`src/rtl/core/tmi_ram.sv`:
```
// Generic simple dual-port RAM with registered read.
module tmi_ram #(
    parameter int WIDTH = 8,
    parameter int DEPTH = 16,
    localparam int AW = $clog2(DEPTH)
) (
    input  logic             clk,
    input  logic             we,
    input  logic [AW-1:0]    waddr,
    input  logic [WIDTH-1:0] wdata,
    input  logic [AW-1:0]    raddr,
    output logic [WIDTH-1:0] rdata
);

    logic [WIDTH-1:0] mem [DEPTH];

    always_ff @(posedge clk)
    begin
        if (we)
        begin
            mem[waddr] <= wdata;
        end
        rdata <= mem[raddr];
    end

endmodule

```
`config.mk`:
```
export PLATFORM = sky130hd
export DESIGN_NAME = tmi_ram
export DESIGN_NICKNAME = d
export VERILOG_FILES = /design/src/rtl/core/tmi_ram.sv
export SDC_FILE = /design/constraint.sdc
export NUM_CORES = 1
export LEC_CHECK = 0
export ABC_AREA = 1
export BUFFER_PORTS_ARGS = -buffer_cell sky130_fd_sc_hd__buf_2
export CORE_ASPECT_RATIO = 0.8
export CORE_MARGIN = 5
export CORE_UTILIZATION = 60
export CTS_CLUSTER_SIZE = 10
export DETAILED_ROUTE_END_ITERATION = 10
export PLACE_DENSITY = 0.78
export SLEW_MARGIN = 20
export SYNTH_ARGS = -nofsm -noshare
export SYNTH_HDL_FRONTEND = slang
export SYNTH_SLANG_ARGS = --single-unit
```
`constraint.sdc`:
```
create_clock -name clk -period 2.75 [get_ports clk]
set_input_delay 0.4125 -clock clk [delete_from_list [all_inputs] [get_ports clk]]
set_output_delay 0.4125 -clock clk [all_outputs]
set_load 0.02 [all_outputs]
```
Word level (Yosys, flattened, before mapping)
Memories as Yosys holds them, arrays and structs flattened. A register that Yosys moved wholly into a read port is not among the register bits.
Cells that the tools add are included.
Operators by class
  multiplexer cells: 2
Operators with widths (number)
  $mux W1: 2
Storage, ports and cells
  register bits: 0
  memories kept: 1
  output and inout bits: 8
  bits in writable memories: 128
Memories
  mem: words 16, width 8, rd ports 1, clocked after Yosys merged registers in 1, wr ports 1, line 15  | logic [WIDTH-1:0] mem [DEPTH];

Logic depth before layout (Yosys ltp)
Gate-level depths: netlist of the first run.
  word-level depth: 2
  mapped depth: 8
  gate-level depth less buffers: 7

Least setup slack after synthesis of the first run
Ideal clock, no wire load.
  path type: in2reg
  start point: in waddr[2]
  end point: mem mem[10][0], enable pin
  arrival: 0.993 ns
  cell stages on the path: 2
  buffers on the path: 0
  setup slack: 1.387 ns
  cell sequence: nand3b_1 -> nor2_1
RTL lines
  start, declared: line 9  | input logic [AW-1:0] waddr,
  end, declared: line 15
No word-level cell before the write port.

Final worst setup path of the first run
  start point: in waddr[0]
  end point: mem mem[12][7], enable pin
No word-level cell before the write port.

==> reports/results.ini, run 1 <==
[layout]
syn_to_final_growth_pct=12.5
num_antenna_cells=0
drive_above_1_share=0.103
finalNonFillerCells=711
final_cell_area_um2=6490
nNetsFinal=597

[clock_tree]
cts_resized=0
hold_buffers=0
cts.clk_slew.worst_paths_ps=50
clk_latency_ps=410
clock_path_buffers=2
clockRootBuffer=clkbuf_16
cts_tree=built
clock-sinks=136
post-cts-setup-buffer-count=0
cts-buffers-inserted=17
ctsHtreeMaxLevel=4

[timing]
slew-limit-headroom=0.336
period_share=0.531
setup-violations-final=0
rsz0062_at_grt=false
hold_viol_final=0
drv_slew=0
worstMarginPinSlew_ps=992
skew_ps=4.14
fin_setup_tns_ps=0
final.min_clock_period_ps=1460
fmax_mhz=685
finalWorstSetupSlack_ps=1290

[yosys]
synthCells=551
synth.yosys.seq_area_share=0.694
synth.area.mux_share=0
yosys.area_share.simple=0.210
synth_area_per_cell_um2=10.5
synth_warnings=0
synth_fp_nets=569
ys_ff_latch=136
netlist_area_um2=5770
synth_top_family_by_area=simple AND/OR/NAND/NOR gates
synth_compound_area_frac=0
synth_top_area_frac=0.667
synthTopCellsByArea=edfxtp_1 (67%), nand2_1 (11%), nand3_1 (8.4%)
synthAdderAreaFrac=0
synth-xor-area-share=0
synth_top_area_cell=edfxtp_1
yosysUniqueCellTypes=12

[pwr]
p_leak_nw=2.82
ir_drop_v=0.000678
pwr_density_cell_nw_per_um2=722

[floorplanning]
die_h_um=97.7
start_util=0.605
die_area_um2=11700
core-area_um2=9530
ioPinCount=26
placementRows=32
die_w_um=120

[grt]
met1_usage=0.312
antenna_found_initial=0
grt_pass1_vias=3808
gr-total-overflow=0
grt_pass1_wl_um=19800
grt_start_max_net_pins=65
busiest_layer=met2
track_usage=0.228
gr-usage-met2=0.352
grtUsageMet3=0.0536

[setup_path]
crit_type=in -> reg
critPathMaxFanout=8
startpoint_type=input pin
arrival_ps=1490
required_ps=2780
worstSetupEndpointType=register

[placed_design]
dp.cells=679
gp_routability_congestion=0.873
io_buffers=25
dpl.hpwl_um=7580
post-place-ws_ps=812
place_area_um2=5950

[routing]
routed_wl_um=12500
vias=3852
drc=0
initialDrtViolationCount=489
drt_pre_antenna_iters=5
avgViaCountPerCell=5.42
ant_nets=0
wl_per_cell_um=17.6

[job]
maxCapViolations=0

[outcome]
status=completed

[worst_hold_path]
hold_class=in -> reg

[worst max-delay path: stages]
cell,delay [ps]
buf_2,110
inv_1,70
nand2_1,110
nor2_1,780
[kinds of logic (layout without fill, tap and decap cells)]
family	after synthesis	in the layout
AND/OR/NAND/NOR	289	289
flip-flops	136	136
buffers and inverters	126	167
[cell usage after synthesis]
| cell | number |
|---|---|
| buf_1 | 1 |
| buf_2 | 13 |
| buf_4 | 4 |
| buf_6 | 6 |
| dfxtp_1 | 8 |
| edfxtp_1 | 128 |
| inv_1 | 100 |
| inv_2 | 2 |
| nand2_1 | 173 |
| nand3_1 | 97 |
| nand3b_1 | 2 |
| nor2_1 | 17 |
[placed cells by master, fill, tap and decap left out]
master	instances
nand2_1	173
edfxtp_1	128
inv_1	100
nand3_1	97
buf_2	25
nor2_1	17
clkbuf_16	17
dfxtp_1	8
buf_4	7
clkbuf_1	4
clkinv_2	3
clkinvlp_4	3
inv_2	2
nand3b_1	2
clkinv_1	2
clkbuf_8	2
bufinv_16	1
buf_12	1
[path summary, 6_finish.rpt]
| kind | from | endpoint | slack, ps | cells after the start |
|---|---|---|---|---|
| setup / recovery | waddr[0] | mem[12][7] | 1290 | 4 |
| hold reg to reg | mem[10][7] | rdata[7] | 650 | 6 |
| setup reg to reg | mem[2][6] | rdata[6] | 1660 | 6 |
| hold / removal | raddr[3] | rdata[7] | 380 | 3 |
[where the power goes]
group | switching (mW) | internal (mW) | leakage [nW] | total, mW
sequential | 0.0179 | 2.32 | 1.22 | 2.34
clock | 0.788 | 1.28 | 0.258 | 2.07
combinational | 0.204 | 0.0772 | 1.34 | 0.281
[registers in the layout (all words and copies together), names as in the netlist]
register and count:
mem 128, rdata 8
[final cells by class]
type	instances	area, um2
Clock buffer	23	468
Clock inverter	9	75.1
Fill cell	675	3040
Inverter	102	383
Multi-Input combinational cell	289	1210
Sequential cell	136	4000
Tap cell	119	149
Timing Repair Buffer	33	198
[stage by stage]
step / hold WS [ps] / power (mW) / util
after floorplan: 511 / 2.55 / -
after global placement: 643 / 2.65 / 0.624
after detailed placement: 641 / 2.66 / 0.624
final: 382 / 4.68 / 0.681
after global routing: 396 / 4.83 / 0.681
after CTS: 368 / 4.70 / 0.681
[per-layer routing]
metal | wire length (um) | vias up
li1 | - | 1832
met3 | 1150 | 28
met1 | 5170 | 1796
met4 | 311 | 0
met5 | 0 | -
met2 | 5880 | 196
(Power assumes the default switching activity.)
==> run 2, diff against run 1 <==
==> constraint.sdc (replaced) <==
create_clock -name clk -period 1.35 [get_ports clk]
set_input_delay 0.2025 -clock clk [delete_from_list [all_inputs] [get_ports clk]]
set_output_delay 0.2025 -clock clk [all_outputs]
set_load 0.02 [all_outputs]
==> reports/results.ini, run 2 (same netlist as run 1, synthesis figures left out) <==
[timing]
fmax_mhz=850
final.min_clock_period_ps=1180
finalWorstSetupSlack_ps=173  ; was 1290 ps
hold_viol_final=0  ; unchanged
setup-violations-final=0  ; unchanged
whs_ps=148  ; was 382 ps
worstMarginPinSlew_ps=346  ; was 992 ps
period_share=0.872
drv_slew=0  ; unchanged
rsz0062_at_grt=false  ; unchanged
skew_ps=10.8  ; was 4.14 ps
slew-limit-headroom=0.769  ; was 0.336
fin_setup_tns_ps=0  ; unchanged

[layout]
drive_above_1_share=0.134  ; was 0.103
top_register=mem  ; unchanged
fin_util=0.706  ; was 0.681
final_cell_area_um2=6730  ; was 6490 um2
top_regs=mem (128), rdata (8)  ; unchanged
layout_common_cells=nand2_1 (173), edfxtp_1 (128), inv_1 (100), nand3_1 (97), buf_2 (25)  ; unchanged
layout_commonest_cell=nand2_1  ; unchanged
nNetsFinal=616  ; was 597
largest_reg_flops=128  ; unchanged
syn_to_final_growth_pct=16.7  ; was 12.5%
num_antenna_cells=0  ; unchanged
finalNonFillerCells=730  ; was 711

[grt]
antenna_found_initial=0  ; unchanged
grt_pass1_vias=3795  ; was 3,808
grt_pass1_wl_um=19800  ; about the same
gr-total-overflow=0  ; unchanged
track_usage=0.230  ; was 0.228
grt_start_max_net_pins=65  ; unchanged

[clock_tree]
clock_path_buffers=2  ; unchanged
clockRootBuffer=clkbuf_16  ; unchanged
hold_buffers=0  ; unchanged
cts.clk_slew.worst_paths_ps=60  ; was 50 ps
post-cts-setup-buffer-count=0  ; unchanged
clk_latency_ps=420  ; was 410 ps
cts-buffers-inserted=17  ; unchanged
clock-sinks=136  ; unchanged
ctsHtreeMaxLevel=4  ; unchanged
cts_resized=0  ; unchanged
cts_tree=built  ; unchanged

[routing]
drc=0  ; unchanged
initialDrtViolationCount=686  ; was 489
avgViaCountPerCell=5.47  ; was 5.42
routed_wl_um=12700  ; was 12,500 um
vias=3991  ; was 3,852
drt_pre_antenna_iters=8  ; was 5
ant_nets=0  ; unchanged
wl_per_cell_um=17.4  ; was 17.6 um

[floorplanning]
core-area_um2=9530  ; unchanged
placementRows=32  ; unchanged
die_h_um=97.7  ; unchanged
ioPinCount=26  ; unchanged
die_w_um=120  ; unchanged
start_util=0.605  ; unchanged
die_area_um2=11700  ; unchanged

[pwr]
ir_drop_v=0.00121  ; was 0.000678 V
power_mw=10.0  ; was 4.68 mW
p_leak_nw=2.96  ; was 2.82 nW
pwr_density_cell_nw_per_um2=1490  ; was 722 nW/um2

[worst_hold_path]
hold_class=in -> reg  ; unchanged
min_from=raddr[3]  ; unchanged
worst_hold_path.endpoint=rdata[7]  ; unchanged
min_path_cells=3  ; unchanged

[setup_path]
crit_path_max_incr_delay_ps=370  ; was 780 ps
critPathMaxFanout=1  ; was 8
arrival_ps=970  ; was 1490 ps
crit_family=flip-flops  ; was simple AND/OR/NAND/NOR gates
r2r_end=rdata[1]  ; was rdata[6]
critPathBufInv=1  ; was 2
crit_slowest_cell=dfxtp_1  ; was nor2_1
reg2reg_depth=6  ; unchanged
crit_chain=buf_2  ; was buf_2 -> inv_1 -> nand2_1 -> nor2_1
reg2reg_from=mem[1][1]  ; was mem[2][6]
required_ps=1150  ; was 2780 ps
startpoint_type=register  ; was input pin
worstSetupEndpointType=output pin  ; was register
crit_type=reg -> out  ; was in -> reg
r2r_slack_ps=360  ; was 1660 ps

[placed_design]
dpl.hpwl_um=7990  ; was 7580 um
post-place-ws_ps=26.4  ; was 812 ps
dp.cells=698  ; was 679
gp_routability_congestion=0.867  ; was 0.873
io_buffers=25  ; unchanged
place_area_um2=6130  ; was 5950 um2

[outcome]
status=completed  ; unchanged

[job]
maxCapViolations=0  ; unchanged

[run 2: cell types whose count changed in the layout (fill, tap and decap cells not counted)]
cell        change
buf_4          +16
buf_12          +3
bufinv_16       +2
clkinv_1        -2
clkbuf_8        +1
clkinvlp_4      -1
[run 2: worst register-to-register path: cells and delay by family, from the launching register on]
kind | cells | cell delay, ps
buf+inv | 1 | 70
flops | 1 | 370
simple gates | 5 | 420
[run 2: routing by layer]
| metal | vias to the layer above | routed length [um] | GRT usage |
|---|---|---|---|
| met5 | - | 0 | 0 |
| met4 | 0 | 254 | 0.0801 |
| met3 | 29 | 1290 | 0.0710 |
| met2 | 222 | 5890 | 0.336 |
| met1 | 1874 | 5230 | 0.328 |
| li1 | 1866 | - | - |
[run 2: worst max-delay path by stage]
stage | from | to | slack [ps] | cells after the start
finish | rdata[0] | rdata[0] | 170 | 1
global route | rdata[3] | rdata[3] | 150 | 1
CTS | rdata[4] | rdata[4] | 150 | 1
detailed placement | raddr[0] | rdata[2] | 30 | 8
global placement | raddr[0] | rdata[2] | 70 | 8
floorplan | waddr[2] | mem[10][0] | 200 | 2
[run 2: final cells by class]
| class | count | area, um2 |
|---|---|---|
| Inverter | 102 | 383 |
| Multi-Input combinational cell | 289 | 1210 |
| Tap cell | 119 | 149 |
| Timing Repair Buffer | 52 | 378 |
| Fill cell | 674 | 2800 |
| Sequential cell | 136 | 4000 |
| Clock inverter | 8 | 120 |
| Clock buffer | 24 | 482 |
[run 2: where the power goes]
group          switching [mW]  internal, mW  leakage [nW]  total [mW]
registers              0.0336          4.72          1.22        4.76
logic                   0.425         0.189          1.45       0.615
clock network            1.61          3.04         0.290        4.65
