===== src/rtl/core/tmi_pkg.sv =====
// Shared constants, codes, item types and memory request types for the tape machine interpreter.
package tmi_pkg;

    localparam int PROG_DEPTH  = 4096;
    localparam int TAPE_CELLS  = 30000;
    localparam int STACK_DEPTH = 64;

    localparam int PROG_AW = $clog2(PROG_DEPTH);
    localparam int TAPE_AW = $clog2(TAPE_CELLS);
    localparam int FILL_W  = $clog2(TAPE_CELLS + 1);
    localparam int STK_AW  = $clog2(STACK_DEPTH);
    localparam int DEPTH_W = $clog2(STACK_DEPTH + 1);

    localparam int ADDR_W = 12;
    localparam int PC_W   = 13;
    localparam int CFG_W  = 13;

    localparam logic [1:0] OP_LOAD    = 2'd0;
    localparam logic [1:0] OP_RESTART = 2'd1;
    localparam logic [1:0] OP_STEP    = 2'd2;

    localparam logic [2:0] ST_RUNNING  = 3'd0;
    localparam logic [2:0] ST_DONE     = 3'd1;
    localparam logic [2:0] ST_RANGE    = 3'd2;
    localparam logic [2:0] ST_NOOPEN   = 3'd3;
    localparam logic [2:0] ST_OVERFLOW = 3'd4;

    localparam logic [7:0] CH_LT    = 8'h3C;
    localparam logic [7:0] CH_GT    = 8'h3E;
    localparam logic [7:0] CH_PLUS  = 8'h2B;
    localparam logic [7:0] CH_MINUS = 8'h2D;
    localparam logic [7:0] CH_DOT   = 8'h2E;
    localparam logic [7:0] CH_COMMA = 8'h2C;
    localparam logic [7:0] CH_OPEN  = 8'h5B;
    localparam logic [7:0] CH_CLOSE = 8'h5D;

    typedef struct packed {
        logic [1:0]        op;
        logic [ADDR_W-1:0] address;
        logic [7:0]        data_byte;
    } in_item_t;

    typedef struct packed {
        logic [2:0]      status;
        logic            out_valid;
        logic [7:0]      out_byte;
        logic            input_taken;
        logic [PC_W-1:0] program_counter;
    } res_item_t;

    typedef enum logic [1:0] {
        S_IDLE,
        S_EXEC,
        S_SCAN,
        S_RESP
    } state_t;

    typedef struct packed {
        logic               we;
        logic [PROG_AW-1:0] waddr;
        logic [7:0]         wdata;
        logic [PROG_AW-1:0] raddr;
    } prog_req_t;

    typedef struct packed {
        logic               we;
        logic [TAPE_AW-1:0] waddr;
        logic [7:0]         wdata;
        logic [TAPE_AW-1:0] raddr;
    } tape_req_t;

    typedef struct packed {
        logic               we;
        logic [STK_AW-1:0]  waddr;
        logic [PROG_AW-1:0] wdata;
        logic [STK_AW-1:0]  raddr;
    } stk_req_t;

endpackage


===== src/rtl/core/tmi_ctrl.sv =====
// Sequencer: item intake, instruction decode, tape/stack read-modify-write, bracket scan, result register.
module tmi_ctrl import tmi_pkg::*; (
    input  logic               clk,
    input  logic               rst_n,
    input  logic               in_valid,
    output logic               in_ready,
    input  in_item_t           in_item,
    output logic               res_valid,
    input  logic               res_ready,
    output res_item_t          res_item,
    input  logic               cfg_we,
    input  logic [CFG_W-1:0]   cfg_wdata,
    output prog_req_t          prog_req,
    input  logic [7:0]         prog_rdata,
    output tape_req_t          tape_req,
    input  logic [7:0]         tape_rdata,
    output stk_req_t           stk_req,
    input  logic [PROG_AW-1:0] stk_rdata
);

    state_t              state_reg, state_next;
    in_item_t            item_reg, item_next;
    logic [TAPE_AW-1:0]  ptr_reg, ptr_next;
    logic [PC_W-1:0]     pc_reg, pc_next;
    logic [DEPTH_W-1:0]  depth_reg, depth_next;
    logic [2:0]          status_reg, status_next;
    logic [FILL_W-1:0]   fill_reg, fill_next;
    logic [CFG_W-1:0]    plen_reg;
    logic [PC_W-1:0]     scan_issue_reg, scan_issue_next;
    logic [PC_W-1:0]     scan_chk_reg, scan_chk_next;
    logic                scan_vld_reg, scan_vld_next;
    logic [PC_W-1:0]     nest_reg, nest_next;
    logic                res_valid_reg, res_valid_next;
    res_item_t           res_item_reg, res_item_next;

    logic [PC_W-1:0]     act_len;
    logic [PC_W-1:0]     pc_inc;
    logic [PC_W-1:0]     scan_hit_pc;
    logic [7:0]          cur_cell;
    logic [DEPTH_W-1:0]  depth_dec;
    logic                res_free;
    logic                res_load;
    logic                adv;
    logic                found;
    logic                r_ov;
    logic [7:0]          r_ob;
    logic                r_it;

    assign act_len     = (plen_reg > PC_W'(PROG_DEPTH)) ? PC_W'(PROG_DEPTH) : plen_reg;
    assign pc_inc      = pc_reg + PC_W'(1);
    assign scan_hit_pc = scan_chk_reg + PC_W'(1);
    // cells at or past the fill count were not touched since restart
    assign cur_cell    = (FILL_W'(ptr_reg) < fill_reg) ? tape_rdata : 8'd0;
    assign depth_dec   = depth_reg - DEPTH_W'(1);
    assign res_free    = !res_valid_reg || res_ready;

    assign in_ready  = (state_reg == S_IDLE);
    assign res_valid = res_valid_reg;
    assign res_item  = res_item_reg;

    always_comb
    begin
        state_next      = state_reg;
        item_next       = item_reg;
        ptr_next        = ptr_reg;
        pc_next         = pc_reg;
        depth_next      = depth_reg;
        status_next     = status_reg;
        fill_next       = fill_reg;
        scan_issue_next = scan_issue_reg;
        scan_chk_next   = scan_chk_reg;
        scan_vld_next   = scan_vld_reg;
        nest_next       = nest_reg;
        res_load        = 1'b0;
        adv             = 1'b0;
        found           = 1'b0;
        r_ov            = 1'b0;
        r_ob            = 8'd0;
        r_it            = 1'b0;

        prog_req.we    = 1'b0;
        prog_req.waddr = PROG_AW'(item_reg.address);
        prog_req.wdata = item_reg.data_byte;
        prog_req.raddr = (state_reg == S_SCAN) ? scan_issue_reg[PROG_AW-1:0]
                                               : pc_reg[PROG_AW-1:0];
        tape_req.we    = 1'b0;
        tape_req.waddr = ptr_reg;
        tape_req.wdata = cur_cell;
        tape_req.raddr = ptr_reg;
        stk_req.we     = 1'b0;
        stk_req.waddr  = depth_reg[STK_AW-1:0];
        stk_req.wdata  = pc_reg[PROG_AW-1:0];
        stk_req.raddr  = depth_dec[STK_AW-1:0];

        unique case (state_reg)
            S_IDLE:
            begin
                if (in_valid)
                begin
                    item_next  = in_item;
                    state_next = S_EXEC;
                end
            end
            S_EXEC:
            begin
                if (res_free)
                begin
                    res_load   = 1'b1;
                    state_next = S_IDLE;
                    unique case (item_reg.op)
                        OP_LOAD:
                        begin
                            prog_req.we = (PC_W'(item_reg.address) < PC_W'(PROG_DEPTH));
                        end
                        OP_RESTART:
                        begin
                            ptr_next    = '0;
                            pc_next     = '0;
                            depth_next  = '0;
                            status_next = ST_RUNNING;
                            fill_next   = '0;
                        end
                        OP_STEP:
                        begin
                            if (status_reg == ST_RUNNING)
                            begin
                                if (pc_reg >= act_len)
                                begin
                                    status_next = ST_DONE;
                                end
                                else
                                begin
                                    tape_req.we = 1'b1;
                                    if (FILL_W'(ptr_reg) == fill_reg)
                                    begin
                                        fill_next = fill_reg + FILL_W'(1);
                                    end
                                    pc_next = pc_inc;
                                    adv     = 1'b1;
                                    unique case (prog_rdata)
                                        CH_LT:
                                        begin
                                            if (ptr_reg == '0)
                                            begin
                                                status_next = ST_RANGE;
                                                pc_next     = pc_reg;
                                                adv         = 1'b0;
                                            end
                                            else
                                            begin
                                                ptr_next = ptr_reg - TAPE_AW'(1);
                                            end
                                        end
                                        CH_GT:
                                        begin
                                            if (ptr_reg >= TAPE_AW'(TAPE_CELLS - 1))
                                            begin
                                                status_next = ST_RANGE;
                                                pc_next     = pc_reg;
                                                adv         = 1'b0;
                                            end
                                            else
                                            begin
                                                ptr_next = ptr_reg + TAPE_AW'(1);
                                            end
                                        end
                                        CH_PLUS:
                                        begin
                                            tape_req.wdata = cur_cell + 8'd1;
                                        end
                                        CH_MINUS:
                                        begin
                                            tape_req.wdata = cur_cell - 8'd1;
                                        end
                                        CH_DOT:
                                        begin
                                            r_ov = 1'b1;
                                            r_ob = cur_cell;
                                        end
                                        CH_COMMA:
                                        begin
                                            tape_req.wdata = item_reg.data_byte;
                                            r_it           = 1'b1;
                                        end
                                        CH_OPEN:
                                        begin
                                            if (cur_cell != 8'd0)
                                            begin
                                                if (depth_reg >= DEPTH_W'(STACK_DEPTH))
                                                begin
                                                    status_next = ST_OVERFLOW;
                                                    pc_next     = pc_reg;
                                                    adv         = 1'b0;
                                                end
                                                else
                                                begin
                                                    stk_req.we = 1'b1;
                                                    depth_next = depth_reg + DEPTH_W'(1);
                                                end
                                            end
                                            else
                                            begin
                                                // skip forward to the matching close
                                                res_load        = 1'b0;
                                                adv             = 1'b0;
                                                pc_next         = pc_reg;
                                                state_next      = S_SCAN;
                                                scan_issue_next = pc_inc;
                                                scan_vld_next   = 1'b0;
                                                nest_next       = '0;
                                            end
                                        end
                                        CH_CLOSE:
                                        begin
                                            if (depth_reg == '0)
                                            begin
                                                status_next = ST_NOOPEN;
                                                pc_next     = pc_reg;
                                                adv         = 1'b0;
                                            end
                                            else if (cur_cell == 8'd0)
                                            begin
                                                depth_next = depth_dec;
                                            end
                                            else
                                            begin
                                                pc_next = PC_W'(stk_rdata) + PC_W'(1);
                                            end
                                        end
                                        default:
                                        begin
                                        end
                                    endcase
                                    if (adv && (pc_next >= act_len))
                                    begin
                                        status_next = ST_DONE;
                                    end
                                end
                            end
                        end
                        default:
                        begin
                        end
                    endcase
                end
            end
            S_SCAN:
            begin
                if (scan_vld_reg)
                begin
                    if (prog_rdata == CH_OPEN)
                    begin
                        nest_next = nest_reg + PC_W'(1);
                    end
                    else if (prog_rdata == CH_CLOSE)
                    begin
                        if (nest_reg == '0)
                        begin
                            found = 1'b1;
                        end
                        else
                        begin
                            nest_next = nest_reg - PC_W'(1);
                        end
                    end
                end
                scan_chk_next = scan_issue_reg;
                scan_vld_next = (scan_issue_reg < act_len);
                if (scan_issue_reg < act_len)
                begin
                    scan_issue_next = scan_issue_reg + PC_W'(1);
                end
                if (found)
                begin
                    pc_next       = scan_hit_pc;
                    status_next   = (scan_hit_pc >= act_len) ? ST_DONE : ST_RUNNING;
                    scan_vld_next = 1'b0;
                    state_next    = S_RESP;
                end
                else if (!scan_vld_reg && (scan_issue_reg >= act_len))
                begin
                    pc_next     = act_len;
                    status_next = ST_DONE;
                    state_next  = S_RESP;
                end
            end
            S_RESP:
            begin
                if (res_free)
                begin
                    res_load   = 1'b1;
                    state_next = S_IDLE;
                end
            end
            default:
            begin
                state_next = S_IDLE;
            end
        endcase

        res_item_next.status          = status_next;
        res_item_next.out_valid       = r_ov;
        res_item_next.out_byte        = r_ob;
        res_item_next.input_taken     = r_it;
        res_item_next.program_counter = pc_next;

        res_valid_next = res_load ? 1'b1 : (res_ready ? 1'b0 : res_valid_reg);
    end

    always_ff @(posedge clk or negedge rst_n)
    begin
        if (!rst_n)
        begin
            state_reg      <= S_IDLE;
            ptr_reg        <= '0;
            pc_reg         <= '0;
            depth_reg      <= '0;
            status_reg     <= ST_RUNNING;
            fill_reg       <= '0;
            plen_reg       <= '0;
            scan_issue_reg <= '0;
            scan_vld_reg   <= 1'b0;
            nest_reg       <= '0;
            res_valid_reg  <= 1'b0;
        end
        else
        begin
            state_reg      <= state_next;
            ptr_reg        <= ptr_next;
            pc_reg         <= pc_next;
            depth_reg      <= depth_next;
            status_reg     <= status_next;
            fill_reg       <= fill_next;
            scan_issue_reg <= scan_issue_next;
            scan_vld_reg   <= scan_vld_next;
            nest_reg       <= nest_next;
            res_valid_reg  <= res_valid_next;
            if (cfg_we)
            begin
                plen_reg <= cfg_wdata;
            end
        end
    end

    always_ff @(posedge clk)
    begin
        item_reg     <= item_next;
        scan_chk_reg <= scan_chk_next;
        if (res_load)
        begin
            res_item_reg <= res_item_next;
        end
    end

    a_ptr_within_fill: assert property (@(posedge clk) disable iff (!rst_n)
        FILL_W'(ptr_reg) <= fill_reg)
        else $error("cell pointer beyond fill count");

    a_depth_bound: assert property (@(posedge clk) disable iff (!rst_n)
        depth_reg <= DEPTH_W'(STACK_DEPTH))
        else $error("loop depth beyond stack size");

    a_scan_running: assert property (@(posedge clk) disable iff (!rst_n)
        (state_reg == S_SCAN) |-> (status_reg == ST_RUNNING))
        else $error("bracket scan while halted");

    a_exec_leaves: assert property (@(posedge clk) disable iff (!rst_n)
        (state_reg == S_EXEC && res_free) |=> (state_reg == S_IDLE || state_reg == S_SCAN))
        else $error("execute did not complete with free result slot");

endmodule

===== config.mk =====
export PLATFORM = sky130hd
export DESIGN_NAME = tmi_ctrl
export DESIGN_NICKNAME = d
export VERILOG_FILES = /design/src/rtl/core/tmi_pkg.sv /design/src/rtl/core/tmi_ctrl.sv
export SDC_FILE = /design/constraint.sdc
export NUM_CORES = 1
export LEC_CHECK = 0
export BUFFER_PORTS_ARGS = -buffer_cell sky130_fd_sc_hd__buf_2
export CORE_MARGIN = 4
export CORE_UTILIZATION = 36
export CTS_CLUSTER_SIZE = 24
export DETAILED_ROUTE_END_ITERATION = 6
export GPL_TIMING_DRIVEN = 0
export PLACE_DENSITY = 0.57
export REMOVE_ABC_BUFFERS = 1
export SKIP_LAST_GASP = 1
export SLEW_MARGIN = 20
export SYNTH_ARGS = -nofsm -noshare
export SYNTH_HDL_FRONTEND = slang
export SYNTH_SLANG_ARGS = --single-unit

===== constraint.sdc =====
create_clock -name clk -period 5.4 [get_ports clk]
set_input_delay 1.08 -clock clk [delete_from_list [all_inputs] [get_ports clk]]
set_output_delay 1.08 -clock clk [all_outputs]
set_load 0.05 [all_outputs]

== After elaboration in Yosys (flattened, before gate mapping) ==
Index checks and enable logic that the tools add are counted.

* Word-level logic and storage cells: 252
* Output and inout bits: 125
* Bits in registers: 157
* Input port bits: 68

* Eq/ne operators: 38
* Add/subtract/negate cells: 13
* Muxes and demuxes: 141
* Bitwise gates (word level): 5
* Reductions and logical operators: 26
* Order comparisons: 9

{| class="wikitable"
|+ Operators by type and width
! cell !! count
|-
| two-way mux 13 bit || 34
|-
| two-way mux 15 bit || 7
|-
| one-hot mux 13 bit (2 select lines) || 4
|-
| one-hot mux 15 bit (2 select lines) || 3
|-
| adder 13 x 1 -> 13 bit (second input constant) || 4
|-
| greater-or-equal comparator 13 bit || 4
|-
| one-hot mux 13 bit (4 select lines) || 1
|-
| equality test 8 x 6 -> 1 bit (second input constant) || 6
|-
| two-way mux 1 bit || 48
|-
| two-way mux 8 bit || 6
|-
| two-way mux 7 bit || 6
|-
| two-way mux 3 bit || 11
|-
| adder 15 x 1 -> 15 bit (second input constant) || 2
|-
| one-hot mux 7 bit (2 select lines) || 2
|-
| inequality test 2 bit (second input constant) || 12
|-
| inequality test 3 bit (second input constant) || 8
|-
| one-hot mux 8 bit (3 select lines) || 1
|-
| two-way mux 2 bit || 10
|-
| AND reduction 10 bit || 2
|-
| equality test 8 x 7 -> 1 bit (second input constant) || 2
|-
| AND reduction 8 bit || 2
|-
| equality test 15 bit || 1
|-
| greater-or-equal comparator 15 bit (second input constant) || 1
|-
| zero test 15 bit || 1
|-
| other kinds (38) || 54
|}

== Longest topological paths before layout ==
Gate-level depths: netlist (run 1).

* Depth after elaboration: 19
* Mapped depth: 22
* Depth with buffers taken out: 20

== Worst setup path before layout (run 1) ==
No wires, ideal clock.

* Kind: flip-flop to output port
* From: register ptr_reg[0]
* To: output port tape_req[21] in the netlist's numbering
* Path buffers: 2
* Data arrival time: 4.281 ns
* Cell stages (with the launch flop): 20
* Slack: 0.039 ns
* Required time: 4.320 ns
* Cell sequence: dfrtp_1 inv_1 ha_1 nor2b_1 o21ai_0 a21oi_1 o21ai_2 buf_2 and3_1 clkbuf_1 nand2_1 inv_1 fa_1 a21o_1 a21o_1 a21o_1 a21oi_1 xnor2_1 a22oi_1 o22ai_1

{| class="wikitable"
|+ RTL lines
! what !! RTL line !! RTL
|-
| from (decl) || tmi_ctrl.sv:23 || <nowiki>logic [TAPE_AW-1:0] ptr_reg, ptr_next;</nowiki>
|-
| from (signal assigned) || tmi_ctrl.sv:329 || <nowiki>ptr_reg <= ptr_next;</nowiki>
|-
| to (decl) || tmi_ctrl.sv:15 || <nowiki>output tape_req_t tape_req,</nowiki>
|}

==> results.sh, run 1 <==
export IMPL_dp_cells=1859
export IMPL_required_ns=4.32
export IMPL_worstMarginPinSlew_ns=1.20
export IMPL_vdd_drop_max_v=0.000427
export IMPL_drt_iter0_markers=746
export IMPL_fin_nets=1624
export IMPL_insertion_delay_ns=0.45
export IMPL_pwr_share_comb=0.560
export IMPL_drive_above_1_share=0.208
export IMPL_fin_crit_ns=5.17
export IMPL_postSynthCellCount=1328
export IMPL_rows=66
export IMPL_ctsLongestPathBuffers=2
export IMPL_p_switching_mw=3.46
export IMPL_synth_area_top_cells="dfrtp_1 20%, edfxtp_1 15%, ha_1 12%, nand2_1 4.0%, buf_4 3.4%"
export IMPL_arrival_ns=4.09
export IMPL_fin_cells=1897
export IMPL_setup_viol=0
export IMPL_crit_buf_inv=2
export IMPL_ys_warn_count=0
export IMPL_wire_per_inst_um=19.1
export IMPL_seqPwrFrac=0.260
export IMPL_io_pins=193
export IMPL_hold_class="in2async"
export IMPL_num_vias=10600
export IMPL_p_leak_nw=6.03
export IMPL_dr_pass1_iters=5
export IMPL_synth_edf_count=61
export IMPL_numCtsBuffers=17
export IMPL_ant_nets=0
export IMPL_antenna_found_initial=3
export IMPL_hpwl_um=27600
export IMPL_p_int_mw=3.34
export IMPL_grt_max_degree=72
export IMPL_grt_overflow_total=0
export IMPL_critPathTopFamily="compound AO/OA/AOI/OAI gates"
export IMPL_die_area_mm2=0.0365
export IMPL_pwr_density_cell_mw_per_mm2=496
export IMPL_groute_usage_overall=0.196
export IMPL_die_h_um=191
export IMPL_floorplan_initialDensity=0.368
export IMPL_synth_area_per_cell_um2=9.08
export IMPL_via_per_inst=5.58
export IMPL_areaGrowthSynthToFinish_pct=13.7
export IMPL_syn_area_mm2=0.0121
export IMPL_yosysUniqueCellTypes=89
export IMPL_fin_util=0.418
export IMPL_cts_tree="done"
export IMPL_grt_pass1_wl_um=56500
export IMPL_synthArstFlopShare=0.611
export IMPL_maxSlewViolCount=0
export IMPL_largest_register_ffs=26
export IMPL_die_width_um=191
export IMPL_synth_top_cell_by_area="dfrtp_1"
export IMPL_critical_path_class="reg2out"
export IMPL_hold_viol=0
export IMPL_cpMaxStageDelayCell="dfrtp_2"
export IMPL_h_tree_depth=4
export IMPL_swShare=0.509
export IMPL_drcViolationCount=0
export IMPL_outcome="finished clean"
export IMPL_skew_ns=0.0166
export IMPL_dominantRegCellSynth="dfrtp_1"
export IMPL_cts_sinks=157
export IMPL_endpoint_kind="primary output"
export IMPL_clock_fmax_mhz=193
export IMPL_cts_root_buffer="clkbuf_16"
export IMPL_max_stage_delay_ns=0.48
export IMPL_ctsHoldBuffers=0
export IMPL_synth_seq_cells=157
export IMPL_synth_seq_area_share=0.351
export IMPL_setup_tns_ns=0
export IMPL_grt_pass1_vias=10200
export IMPL_place_congestion=0.906
export IMPL_power_frac_clock=0.180
export IMPL_final_cell_mix="190 x buf_2, 126 x nand2_1, 110 x ha_1, 89 x dfrtp_1, 76 x nor2_1"
export IMPL_critPathMaxFanout=6
export IMPL_routed_wl_um=36200
export IMPL_cpMostUsedCell="a21o_1"
export IMPL_critPathLaunchType="flip-flop"
export IMPL_fp_coreArea_mm2=0.0328
export IMPL_maxSlewHeadroom=0.190
export IMPL_cts_clk_slew_worst_paths_ns=0.07
export IMPL_io_buffers=192
export IMPL_netlist_area_leader_share=0.199
export IMPL_finalPower_mw=6.81
export IMPL_max_cap_violations=0
export IMPL_min_period_over_period=0.958
export IMPL_antenna_cells=0
export IMPL_final_common_cell="buf_2"
export IMPL_path_cells="ha_1 -> nand4_1 -> nor2_2 -> o21ai_4 -> and3_1 -> nand2_1 -> inv_1 -> fa_1 -> a21o_1 -> a21o_1 -> a21o_1 -> a21oi_1 -> xnor2_1 -> a22oi_1 -> o22ai_1 -> buf_4"
==> power by group through the flow <==
stage	sequential (mW)	clock [mW]	combinational, mW
floorplan	2.36	0	2.11
global placement	1.79	0	3.61
detailed placement	1.78	0	3.69
CTS	1.76	1.24	3.76
global route	1.80	1.31	4.10
finish	1.77	1.23	3.81
==> synthesized netlist by cell type (all sizes together) (5+ instances only) <==
master	instances
dfrtp	96
nand4	29
a31oi	8
clkbuf	37
xnor2	46
a311o	5
o211ai	10
nor4	19
a21oi	55
o32ai	5
o41ai	8
a21o	18
ha	111
edfxtp	61
nand2	128
buf	70
a22o	7
or4	7
and3	33
nor2b	16
xor2	25
mux2	20
nand2b	8
a211oi	12
nand3	67
o21a	14
or3	7
o211a	6
or2	7
nor2	81
o311ai	7
inv	69
a221o	7
nor3	37
and2	15
mux2i	7
o21ai	77
o22ai	14
a22oi	9
o31ai	19
==> through the flow <==
stage / worst slack (ns) / area [um2] / hold slack [ns]
3_5_place_dp: -0.284 / 13000 / 0.497
2_1_floorplan: -0.141 / 11400 / 0.464
3_3_place_gp: -0.188 / 12900 / 0.484
6_report: 0.228 / 13700 / 0.496
4_1_cts: 0.0840 / 13700 / 0.502
5_1_grt: -0.00193 / 13700 / 0.506
==> cells by family (layout without fill, tap and decap cells) <==
group           after synthesis  count (layout)  share of synthesized area
simple gates                466             466                      0.197
flops                       157             157                      0.351
fa+ha+maj                   114             114                      0.120
xor+xnor                     71              71                     0.0516
compound gates              316             316                      0.180
mux                          27              27                     0.0245
buf+inv                     177             304                     0.0751
==> per-layer routing <==
layer,wire [um],track usage
met1,16400,0.267
met2,16900,0.319
met3,2070,0.0363
met4,850,0.0610
met5,51,0
==> path summary, 6_finish.rpt <==
| check | from | to | slack (ns) | cells after the start |
|---|---|---|---|---|
| max in group asynchronous | rst_n | ptr_reg[1]$_DFFE_PN0P_ | 4.17 | 2 |
| min | rst_n | plen_reg[4]$_DFFE_PN0P_ | 0.50 | 1 |
| min in group clk | scan_vld_reg$_DFFE_PN0P_ | scan_vld_reg$_DFFE_PN0P_ | 0.51 | 2 |
| max reg2reg | ptr_reg[14]$_DFFE_PN0P_ | res_item[23]$_DFFE_PP_ | 0.43 | 19 |
| min reg2reg | scan_vld_reg$_DFFE_PN0P_ | scan_vld_reg$_DFFE_PN0P_ | 0.51 | 2 |
| max | ptr_reg[14]$_DFFE_PN0P_ | tape_req[21] | 0.23 | 16 |
==> final cells by class <==
class                           instances  area (um2)
Fill cell                            3234       19100
Clock inverter                          8        81.3
Inverter                               70         267
Clock buffer                           24         503
Timing Repair Buffer                  202        1090
Tap cell                              442         553
Multi-Input combinational cell        994        6970
Sequential cell                       157        4240
==> what timing repair did <==
item	in CTS	in global routing
pin swaps	1	3
setup endpoints to repair	2	5
buffers inserted	2	4
resized for setup	5	16
Note: power is estimated with default switching activity, not from simulation.
==> inputs of run 2 (changes only) <==
--- a/config.mk
+++ b/config.mk
@@ -6,13 +6,12 @@
 export NUM_CORES = 1
 export LEC_CHECK = 0
 export BUFFER_PORTS_ARGS = -buffer_cell sky130_fd_sc_hd__buf_2
-export CORE_MARGIN = 4
 export CORE_UTILIZATION = 36
 export CTS_CLUSTER_SIZE = 24
 export DETAILED_ROUTE_END_ITERATION = 6
 export GPL_TIMING_DRIVEN = 0
 export PLACE_DENSITY = 0.57
-export REMOVE_ABC_BUFFERS = 1
+export SETUP_SLACK_MARGIN = 0.1
 export SKIP_LAST_GASP = 1
 export SLEW_MARGIN = 20
 export SYNTH_ARGS = -nofsm -noshare
==> results.sh, run 2 (synthesis results as in run 1) <==
export IMPL_outcome="finished clean"
export IMPL_rr_startpoint="ptr_reg[11]$_DFFE_PN0P_"
export IMPL_seqPwrFrac=0.245
export IMPL_maxSlewViolCount=0
export IMPL_ctsLongestPathBuffers=2
export IMPL_h_tree_depth=4
export IMPL_fin_crit_ns=5.13
export IMPL_final_cell_mix="198 x buf_2, 122 x nand2_1, 111 x ha_1, 88 x buf_4, 82 x dfrtp_1"
export IMPL_required_ns=4.32
export IMPL_areaGrowthSynthToFinish_pct=21.1
export IMPL_p_leak_nw=6.57
export IMPL_antenna_cells=0
export IMPL_groute_usage_overall=0.223
export IMPL_holdPathEnd="plen_reg[3]$_DFFE_PN0P_"
export IMPL_floorplan_initialDensity=0.368
export IMPL_drive_above_1_share=0.259
export IMPL_drt_iter0_markers=690
export IMPL_p_int_mw=3.54
export IMPL_maxSlewHeadroom=0.273
export IMPL_rr_worst_depth=19
export IMPL_hp_start="plen_reg[3]$_DFFE_PN0P_"
export IMPL_finalPower_mw=7.07
export IMPL_pwr_share_comb=0.581
export IMPL_setup_viol=0
export IMPL_clock_fmax_mhz=195
export IMPL_io_pins=193
export IMPL_cts_root_buffer="clkbuf_16"
export IMPL_grt_max_degree=67
export IMPL_hold_class="reg2reg"
export IMPL_max_stage_delay_ns=0.50
export IMPL_fin_nets=1758
export IMPL_min_period_over_period=0.951
export IMPL_arrival_ns=4.05
export IMPL_cts_clk_slew_worst_paths_ns=0.07
export IMPL_max_cap_violations=0
export IMPL_via_per_inst=5.52
export IMPL_ant_nets=0
export IMPL_worstMarginPinSlew_ns=1.08
export IMPL_dr_pass1_iters=5
export IMPL_syn_num_nets=1510
export IMPL_die_width_um=185
export IMPL_insertion_delay_ns=0.44
export IMPL_critPathMaxFanout=7
export IMPL_ctsHoldBuffers=0
export IMPL_cpMaxStageDelayCell="dfrtp_2"
export IMPL_cts_tree="done"
export IMPL_hpwl_um=29800
export IMPL_grt_pass1_vias=10400
export IMPL_num_vias=11200
export IMPL_hold_viol=0
export IMPL_whs_path_depth=1
export IMPL_routed_wl_um=38600
export IMPL_wire_per_inst_um=19.0
export IMPL_rows=66
export IMPL_holdWs_ns=0.509
export IMPL_reg2reg_slack_ns=0.40
export IMPL_rsz0062_at_grt="yes"
export IMPL_vdd_drop_max_v=0.000418
export IMPL_endpoint_kind="primary output"
export IMPL_critPathLaunchType="flip-flop"
export IMPL_place_congestion=0.953
export IMPL_skew_ns=0.0161
export IMPL_drcViolationCount=0
export IMPL_die_h_um=185
export IMPL_antenna_found_initial=0
export IMPL_cts_sinks=157
export IMPL_path_cells="ha_1 -> nand4_1 -> buf_4 -> nand2b_2 -> and3_1 -> nand2_1 -> inv_1 -> fa_2 -> a21o_1 -> a21o_1 -> a21o_1 -> a21oi_2 -> xnor2_1 -> a22oi_1 -> o22ai_2 -> buf_6"
export IMPL_largest_register_ffs=26
export IMPL_rr_endpoint="res_item[23]$_DFFE_PP_"
export IMPL_pwr_density_cell_mw_per_mm2=484
export IMPL_cpMostUsedCell="a21o_1"
export IMPL_final_common_cell="buf_2"
export IMPL_swShare=0.499
export IMPL_grt_overflow_total=0
export IMPL_critical_path_class="reg2out"
export IMPL_power_frac_clock=0.174
export IMPL_die_area_mm2=0.0342
export IMPL_p_switching_mw=3.53
export IMPL_io_buffers=192
export IMPL_fp_coreArea_mm2=0.0328
export IMPL_grt_pass1_wl_um=58000
export IMPL_numCtsBuffers=17
==> run 2: how the worst max path moves through the flow <==
stage | from | end | slack (ns) | cells after the start
final | ptr_reg[11]$_DFFE_PN0P_ | tape_req[21] | 0.27 | 16
after global routing | fill_reg[10]$_DFFE_PN0P_ | tape_req[21] | 0.03 | 19
after CTS | plen_reg[12]$_DFFE_PN0P_ | tape_req[22] | 0.09 | 16
after detailed placement | prog_rdata[1] | res_item[23]$_DFFE_PP_ | -0.59 | 20
after global placement | prog_rdata[1] | res_item[23]$_DFFE_PP_ | -0.52 | 20
after floorplan | ptr_reg[1]$_DFFE_PN0P_ | tape_req[18] | 0.28 | 15
==> run 2: power by group through the flow <==
stage,Sequential (mW),Combinational [mW],Clock [mW]
detailed placement,1.79,3.85,0
finish,1.73,4.11,1.23
CTS,1.76,3.94,1.25
global placement,1.79,3.79,0
floorplan,2.09,2.55,0
global route,1.76,4.44,1.29
==> run 2: through the flow <==
stage	area (um2)	instances	util	TNS [ns]	setup slack (ns)
floorplan	12100	1328	-	0	0.277
global placement	13600	1962	0.414	-0.942	-0.517
detailed placement	13700	1966	0.417	-1.08	-0.588
CTS	14300	2002	0.437	0	0.0868
global route	14600	2031	0.445	0	0.0289
finish	14600	2031	0.445	0	0.266
==> run 2: final cells by class <==
type	count	area [um2]
plain buffers	107	656
clock buffers	18	429
clock inverters	14	156
fillers	3266	18200
inverters	70	263
multi-input cells	994	7000
flip-flops and latches	157	4250
well taps	442	553
repair buffers	229	1290
==> run 2: per-layer routing <==
layer  wire, um  vias up  global-route usage
met5          0        -                   0
met4       1230        0              0.0916
met3       2430       75              0.0378
met2      18800      431               0.374
met1      16100     5366               0.283
li1           -     5348                   -
==> run 2: timing repair <==
| action | 4_1_cts | 5_1_grt |
|---|---|---|
| resized for setup | 20 | 24 |
| setup buffers | 4 | 29 |
| pin swaps | 3 | 8 |
| gates cloned | 0 | 0 |
| endpoints found under the setup margin | 10 | 6 |
==> run 2: critical path: cells and delay by family, from the launching register on <==
kind / cells / cell delay (ns)
compound gates: 6 / 1.04
simple gates: 4 / 0.75
fa+ha+maj: 2 / 0.72
flops: 1 / 0.50
buf+inv: 3 / 0.45
xor+xnor: 1 / 0.13
